**src/rtl/igs_pkg.sv**
```systemverilog
package igs_pkg;

  localparam int RESULT_FRACTION_BITS = 16;

  localparam int LIFT = RESULT_FRACTION_BITS - 16;
  localparam int NSH  = (LIFT > 0) ? LIFT : 0;
  localparam int DSH  = (LIFT < 0) ? -LIFT : 0;

  localparam int AW  = 63;
  localparam int PW  = 126;
  localparam int SW  = 63;
  localparam int NW  = 63 + NSH;
  localparam int DW  = 31 + DSH;
  localparam int NHW = NW - 32;
  localparam int CW  = ((NHW > DW) ? NHW : DW) + 1;

  localparam int FRONT_STAGES = 4;
  localparam int MUL_STAGES   = 3;
  localparam int SQRT_STAGES  = SW;
  localparam int NORM_STAGES  = 3;
  localparam int SEL_STAGES   = 2;
  localparam int DIV_STAGES   = 33;
  localparam int LATENCY      = FRONT_STAGES + MUL_STAGES + SQRT_STAGES + NORM_STAGES
                                + SEL_STAGES + DIV_STAGES;

  typedef enum logic {
    REG_MEAN  = 1'b0,
    REG_SHAPE = 1'b1
  } cfg_reg_e;

  typedef struct packed {
    logic [AW-1:0] a;
    logic [15:0]   u;
  } side_t;

endpackage

```
**src/rtl/igs_div.sv**
```systemverilog
module igs_div
  import igs_pkg::*;
(
  input  logic        clk_i,
  input  logic        rst_ni,
  input  logic        valid_i,
  input  logic [62:0] p_i,
  input  logic [30:0] d_i,
  output logic        valid_o,
  output logic [31:0] quot_o,
  output logic        sat_o
);

  localparam int STEPS = DIV_STAGES - 1;

  logic [NW-1:0] num_full;
  logic [DW-1:0] den_full;
  logic [CW-1:0] nhi_ext, den_ext;
  logic          sat0_d;

  logic          v0_q, sat0_q;
  logic [DW-1:0] rem0_q, den0_q;
  logic [31:0]   nlo0_q;

  logic [STEPS-1:0] v_q;
  logic          sat_q [STEPS];
  logic [DW-1:0] rem_q [STEPS];
  logic [DW-1:0] den_q [STEPS];
  logic [31:0]   nlo_q [STEPS];
  logic [31:0]   quo_q [STEPS];

  assign num_full = {{NSH{1'b0}}, p_i} << NSH;
  assign den_full = {{DSH{1'b0}}, d_i} << DSH;
  assign nhi_ext  = CW'(num_full[NW-1:32]);
  assign den_ext  = CW'(den_full);
  assign sat0_d   = nhi_ext >= den_ext;

  always_ff @(posedge clk_i or negedge rst_ni) begin
    if (!rst_ni) begin
      v0_q <= 1'b0;
    end else begin
      v0_q <= valid_i;
    end
  end

  always_ff @(posedge clk_i) begin
    sat0_q <= sat0_d;
    rem0_q <= nhi_ext[DW-1:0];
    den0_q <= den_full;
    nlo0_q <= num_full[31:0];
  end

  for (genvar g = 0; g < STEPS; g++) begin : g_step
    logic          v_in, sat_in;
    logic [DW-1:0] rem_in, den_in, rem_d;
    logic [31:0]   nlo_in, quo_in;
    logic [DW:0]   shifted;
    logic          bit_d;

    if (g == 0) begin : g_first
      assign v_in   = v0_q;
      assign sat_in = sat0_q;
      assign rem_in = rem0_q;
      assign den_in = den0_q;
      assign nlo_in = nlo0_q;
      assign quo_in = '0;
    end else begin : g_next
      assign v_in   = v_q[g-1];
      assign sat_in = sat_q[g-1];
      assign rem_in = rem_q[g-1];
      assign den_in = den_q[g-1];
      assign nlo_in = nlo_q[g-1];
      assign quo_in = quo_q[g-1];
    end

    assign shifted = {rem_in, nlo_in[31]};
    assign bit_d   = shifted >= {1'b0, den_in};

    always_comb begin
      if (bit_d) begin
        rem_d = DW'(shifted - {1'b0, den_in});
      end else begin
        rem_d = shifted[DW-1:0];
      end
    end

    always_ff @(posedge clk_i or negedge rst_ni) begin
      if (!rst_ni) begin
        v_q[g] <= 1'b0;
      end else begin
        v_q[g] <= v_in;
      end
    end

    always_ff @(posedge clk_i) begin
      sat_q[g] <= sat_in;
      rem_q[g] <= rem_d;
      den_q[g] <= den_in;
      nlo_q[g] <= {nlo_in[30:0], 1'b0};
      quo_q[g] <= {quo_in[30:0], bit_d};
    end
  end

  assign valid_o = v_q[STEPS-1];
  assign quot_o  = quo_q[STEPS-1];
  assign sat_o   = sat_q[STEPS-1];

endmodule
```
**config.mk**
```make
export PLATFORM = sky130hd
export DESIGN_NAME = igs_div
export DESIGN_NICKNAME = d
export VERILOG_FILES = /design/src/rtl/igs_pkg.sv /design/src/rtl/igs_div.sv
export SDC_FILE = /design/constraint.sdc
export NUM_CORES = 2
export LEC_CHECK = 0
export BUFFER_PORTS_ARGS = -buffer_cell sky130_fd_sc_hd__buf_4
export CAP_MARGIN = 20
export CORE_ASPECT_RATIO = 0.8
export CORE_MARGIN = 1.5
export CORE_UTILIZATION = 66
export CTS_CLUSTER_DIAMETER = 150
export DETAILED_ROUTE_END_ITERATION = 16
export GPL_TIMING_DRIVEN = 0
export PLACE_DENSITY = 0.87
export SLEW_MARGIN = 20
export SYNTH_ARGS = -nofsm -noshare
export SYNTH_HDL_FRONTEND = slang
export SYNTH_SLANG_ARGS = --single-unit
```
**constraint.sdc**
```tcl
create_clock -name clk_i -period 5 [get_ports clk_i]
set_clock_uncertainty 0.15 [all_clocks]
set_input_delay 1 -clock clk_i [delete_from_list [all_inputs] [get_ports clk_i]]
set_output_delay 1 -clock clk_i [all_outputs]
set_load 0.005 [all_outputs]
```
After elaboration in Yosys (flattened, before gate mapping)
Memories as Yosys holds them, arrays and structs flattened.
Index checks and enable logic that the tools add are counted.
{"block": "totals", "ff_bits": 128, "ram_bits": 4032, "in_bits": 97, "out_inout_bits": 34, "wordCells": 139, "memories": 5}
{"memory": "quo_q", "depth": 32, "word_bits": 32, "read_ports": 32, "rd_ports_with_merged_regs": 0, "write_ports": 32, "line": "igs_div.sv:30", "source": "logic [31:0] quo_q [STEPS];"}
{"memory": "den_q", "depth": 32, "word_bits": 31, "read_ports": 31, "rd_ports_with_merged_regs": 0, "write_ports": 32, "line": "igs_div.sv:28", "source": "logic [DW-1:0] den_q [STEPS];"}
{"memory": "nlo_q", "depth": 32, "word_bits": 31, "read_ports": 31, "rd_ports_with_merged_regs": 0, "write_ports": 32, "line": "igs_div.sv:29", "source": "logic [31:0] nlo_q [STEPS];"}
{"memory": "rem_q", "depth": 32, "word_bits": 31, "read_ports": 31, "rd_ports_with_merged_regs": 0, "write_ports": 32, "line": "igs_div.sv:27", "source": "logic [DW-1:0] rem_q [STEPS];"}
{"memory": "sat_q", "depth": 32, "word_bits": 1, "read_ports": 32, "rd_ports_with_merged_regs": 0, "write_ports": 32, "line": "igs_div.sv:26", "source": "logic sat_q [STEPS];"}
{"block": "op_classes", "add_sub_neg": 32, "n_lt_le_gt_ge": 33, "n_mux": 32}
{"op": "$ge 32x31->1", "count": 32}
{"op": "$mux 31", "count": 32}
{"op": "$sub 31x31->31", "count": 32}
{"op": "$ge 31x31->1", "count": 1}

Longest topological paths before layout
An unclocked memory read counts as a cell.
{"block": "depth", "depth_word": 3, "ltp_mapped": 16}

Worst setup path after synthesis
OpenSTA, ideal clock, no wires.
{"block": "synth_path", "kind": "register to register", "start": "memory nlo_q[0][433] (netlist bit)", "end": "memory rem_q[14][11] (netlist bit)", "arrival_time_ps": 3098, "required_ps": 4729, "setup_slack_ps": 1631, "stages_incl_launch_ff": 14, "n_path_buf": 1, "period_less_slack_ps": 3369, "path_cell_list": "dfxtp_1 -> inv_1 -> ha_1 -> fa_1 -> nand2b_1 -> a21o_1 -> a21o_1 -> a311oi_1 -> o21ai_1 -> o21ai_1 -> a31oi_1 -> o31ai_2 -> buf_2 -> mux2_2"}
{"item": "start, declared", "line": "igs_div.sv:29"}
{"item": "end, declared", "line": "igs_div.sv:27"}

==> impl_results.md <==
- Post-DRT Antenna Nets: 0
- Area of the core: 0.1873 mm²
- NetSw: 42.48 mW
- Power Internal: 66.91 mW
- Max Cap Viol: 0
- #FFs+latches synth: 3106
- Synth unique cells: 94
- Register area share after synthesis: 50.16%
- Initial antenna violation count: 20
- Synth warn: 0
- Power Total: 109.4 mW
- Setup WS post-layout: 0.2909 ns
- Final critical-path required period: 4.709 ns
- RR Endpoint: rem_q[6][21]
- TritonRoute pass-1 iters: 8
- Reg2Reg Launch Point: nlo_q[0][185]
- Crit share post-route: 94.18%
- CTS buffer count: 299
- Worst-path clk slew: 0.07 ns
- Most used DFF post-synth: dfxtp_1
- Peak supply drop: 0.0005994 V
- Setup TNS: 0 ns
- PD cells: 787.5 mW/mm²
- GRT Resource Usage Total: 33.06%
- DR vias: 91370
- WHS Endpoint: den0_q[14]
- Synth Instances: 12390
- Critical path capture point type: register
- Largest net degree at the start of global routing: 34
- Sw Ratio: 38.83%
- Placed Area: 0.1284 mm²
- Multi-input combinational cell area: 0.05632 mm²
- Flop pwr share: 33.4%
- First-pass GRT wire length: 498300 µm
- Crit Path Class: reg -> reg
- DP HPWL: 241000 µm
- RSZ-0062 raised after global routing: no
- Register area: 0.06234 mm²
- Final hold viol count: 0
- Fin nets: 14000
- Number of global-route vias before repair: 88990
- Std cell rows: 142
- Peak Freq: 212.4 MHz
- CP Data Arrival Time: 5.37 ns
- WL final: 323100 µm
- CTS Sinks: 3106
- Async set-or-reset flop fraction in the synthesized netlist: 1.062%
- Initial drt markers: 8527
- Routed len/inst: 20.72 µm
- DIE WIDTH: 488.2 µm
- Leakage power: 64.78 nW
- Worst R2R Setup Slack: 0.29 ns
- Slew HR: 32.92%
- Mapped Nets: 13540
- Drt via density: 5.860
- Hold crit path type: in -> reg
- Root buffer cell: clkbuf_16
- Htree depth: 5
- Average size of a mapped cell: 10.04 µm²
- Post-Layout Inst Area: 0.1389 mm²
- Layout area overhead: 11.75%
- Longest Clk Path Bufs: 4
- Clock power frac: 21.2%
- Gr ovfl total: 0
- Worst setup SP type: register
- Port Buffers: 130
- Fill cell count: 13020
- Final setup vio count: 0
- DIE AREA: 0.1910 mm²
- Placer congestion estimate: 0.9833
- Critical path peak fanout: 10
- Layout cell share with drive strength beyond 1: 9.090%
- EDFF count, synth: 0
- Worst-Margin Slew: 1.002 ns
- Mapped Area: 0.1243 mm²
- Status: finished, final reports clean
- # DRC: 0
- DP Cell Count: 15040
- Clock Latency Late Sink: 0.94 ns
- TritonCTS clock tree: done
- Die Ht: 391.2 µm
- Starting Density: 66.37%
- Fin. max-slew vios: 0
- R2R depth: 14
- Worst Hold Depth: 1
- I/O pin count: 131
- Final Instance Count excl. Fillers: 15590
- Required time of the critical path: 5.66 ns
- DP Worst Slack: 0.2895 ns
- Hold_sp: d_i[14]
- Comb pwr share: 45.4%
==> sequential cells by signal (all words and copies together) (netlist names) <==
| signal | count |
|---|---|
| nlo_q | 496 |
| g_step.rem_in | 31 |
| g_step.v_in | 32 |
| den0_q | 31 |
| g_step.sat_in | 1 |
| sat_q | 32 |
| den_q | 961 |
| quo_q | 528 |
| rem_q | 961 |
| g_step.nlo_in | 32 |
| valid_o | 1 |
==> cells by family after synthesis <==
family / count (synthesis) / share of synthesized area (%)
adder cells (fa/ha/maj): 1054 / 10.80
XOR/XNOR: 835 / 5.884
multiplexers: 430 / 3.893
flip-flops: 3106 / 50.16
buffers and inverters: 1472 / 4.533
AND/OR/NAND/NOR: 2382 / 9.090
AO/OA/AOI/OAI: 3106 / 15.65
==> area by class of cell <==
cell class | count | area share, %
clock buffer | 377 | 5.939
timing repair buffer | 167 | 0.9692
multi-input combinational | 7807 | 40.55
clock inverter | 141 | 1.330
antenna | 3 | 0.005405
tap | 2520 | 2.270
sequential | 3106 | 44.88
buffer | 215 | 0.6612
inverter | 1257 | 3.397
==> worst max-delay path, stage by stage (launching register included) <==
cell and delay [ns]:
dfxtp_1 0.35, inv_1 0.06, ha_1 0.23, fa_1 0.44, nor2b_1 0.14, o21ai_0 0.13, a21boi_0 0.32, nor3_1 0.12
o21ai_0 0.38, a41o_1 0.41, a31oi_1 0.12, o211ai_1 0.72, clkbuf_1 0.66, nor2_1 0.11, a21oi_1 0.23
==> through the flow <==
step / utilization, % / hold slack, ns
final: 74.18 / 0.04909
after global routing: 74.17 / 0.007455
after CTS: 74.17 / 0.0004479
after detailed placement: 68.58 / 0.1621
after global placement: 68.58 / 0.1595
after floorplan: - / 0.1596
==> cells in the mapped netlist (16+ instances only) <==
master | instances | area, µm²
or3_1 | 50 | 312.8
a21o_1 | 577 | 4332
mux2i_1 | 21 | 210.2
a211oi_1 | 58 | 435.4
o21bai_1 | 88 | 660.6
a31o_2 | 32 | 280.3
o2111ai_1 | 20 | 175.2
o21a_1 | 120 | 900.9
a21oi_1 | 1185 | 5931
and4_1 | 27 | 236.5
nand2_1 | 514 | 1929
clkbuf_1 | 140 | 525.5
nor3_1 | 129 | 645.6
xor2_1 | 316 | 2768
nor4_1 | 31 | 193.9
a211o_1 | 22 | 192.7
nand2b_1 | 123 | 769.5
o21ai_0 | 505 | 2527
dfxtp_1 | 3073 | 61520
inv_1 | 1255 | 4711
dfrtp_1 | 33 | 825.8
buf_1 | 17 | 63.81
buf_2 | 53 | 265.3
ha_1 | 1023 | 12800
nor2_1 | 865 | 3247
a311oi_1 | 17 | 148.9
and3_1 | 70 | 437.9
a31oi_1 | 107 | 669.4
o31a_1 | 26 | 227.7
and2_1 | 38 | 237.7
nand4_1 | 174 | 1089
nand3_1 | 136 | 680.7
o211ai_1 | 62 | 465.5
xnor2_1 | 519 | 4546
o21ai_1 | 16 | 80.08
o31ai_1 | 52 | 390.4
nor2b_1 | 128 | 800.8
or2_2 | 39 | 244.0
fa_1 | 31 | 620.6
a41oi_1 | 21 | 183.9
mux2_2 | 402 | 4527
a21boi_0 | 33 | 247.7
==> per-layer routing <==
metal  GRT usage (%)  wire, µm
met1           48.65    152000
met2           49.76    135200
met3           5.075     25850
met4           10.19     10080
met5               0        42
==> power groups by stage <==
stage | sequential (mW) | clock, mW | combinational, mW
2_1_floorplan | 34.5 | 0 | 36.6
3_3_place_gp | 36.5 | 0 | 46.6
3_5_place_dp | 36.7 | 0 | 47.5
4_1_cts | 36.4 | 23.5 | 48.6
5_1_grt | 36.9 | 24.5 | 54.0
6_report | 36.6 | 23.2 | 49.6
==> worst max-delay path by stage <==
stage                  start       endpoint  slack (ns)  cells after the start
6_report       nlo_q[0][185]   rem_q[6][21]        0.29                     14
5_1_grt        nlo_q[1][278]  rem_q[25][26]        0.04                     14
4_1_cts        nlo_q[1][278]  rem_q[25][26]        0.16                     14
3_5_place_dp   nlo_q[1][278]  rem_q[25][26]        0.29                     14
3_3_place_gp   nlo_q[1][278]  rem_q[25][28]        0.35                     14
2_1_floorplan  nlo_q[0][433]  rem_q[14][11]        1.63                     13
==> cell usage in the layout (no fill, tap or decap), drive strengths merged, types with 31 or more instances in the layout <==
master and n:
buf 205, a21oi 1187, dlygate4sd3 37, a211oi 58
and2 38, clkinv 65, dfxtp 3073, mux2 409
a31o 32, nand2b 123, nor3 129, and3 70
xor2 316, nand3 137, nor2b 129, nor4 32
a21o 577, nand2 514, a31oi 107, o21a 120
inv 1276, xnor2 519, a21boi 33, clkbuf 517
bufinv 35, dfrtp 33, nor2 866, o211ai 63
nand4 174, ha 1023, o21bai 88, o31ai 53
or3 50, o21ai 524, or2 39, fa 31
==> repair_timing <==
item                                   in CTS  in global routing
resized for setup                           0                  5
setup buffers                               0                  0
setup endpoints to repair                   0                 32
endpoints found under the hold margin      69                  0
hold buffers                               37                  0
Note: power is estimated with default switching activity, not from simulation.
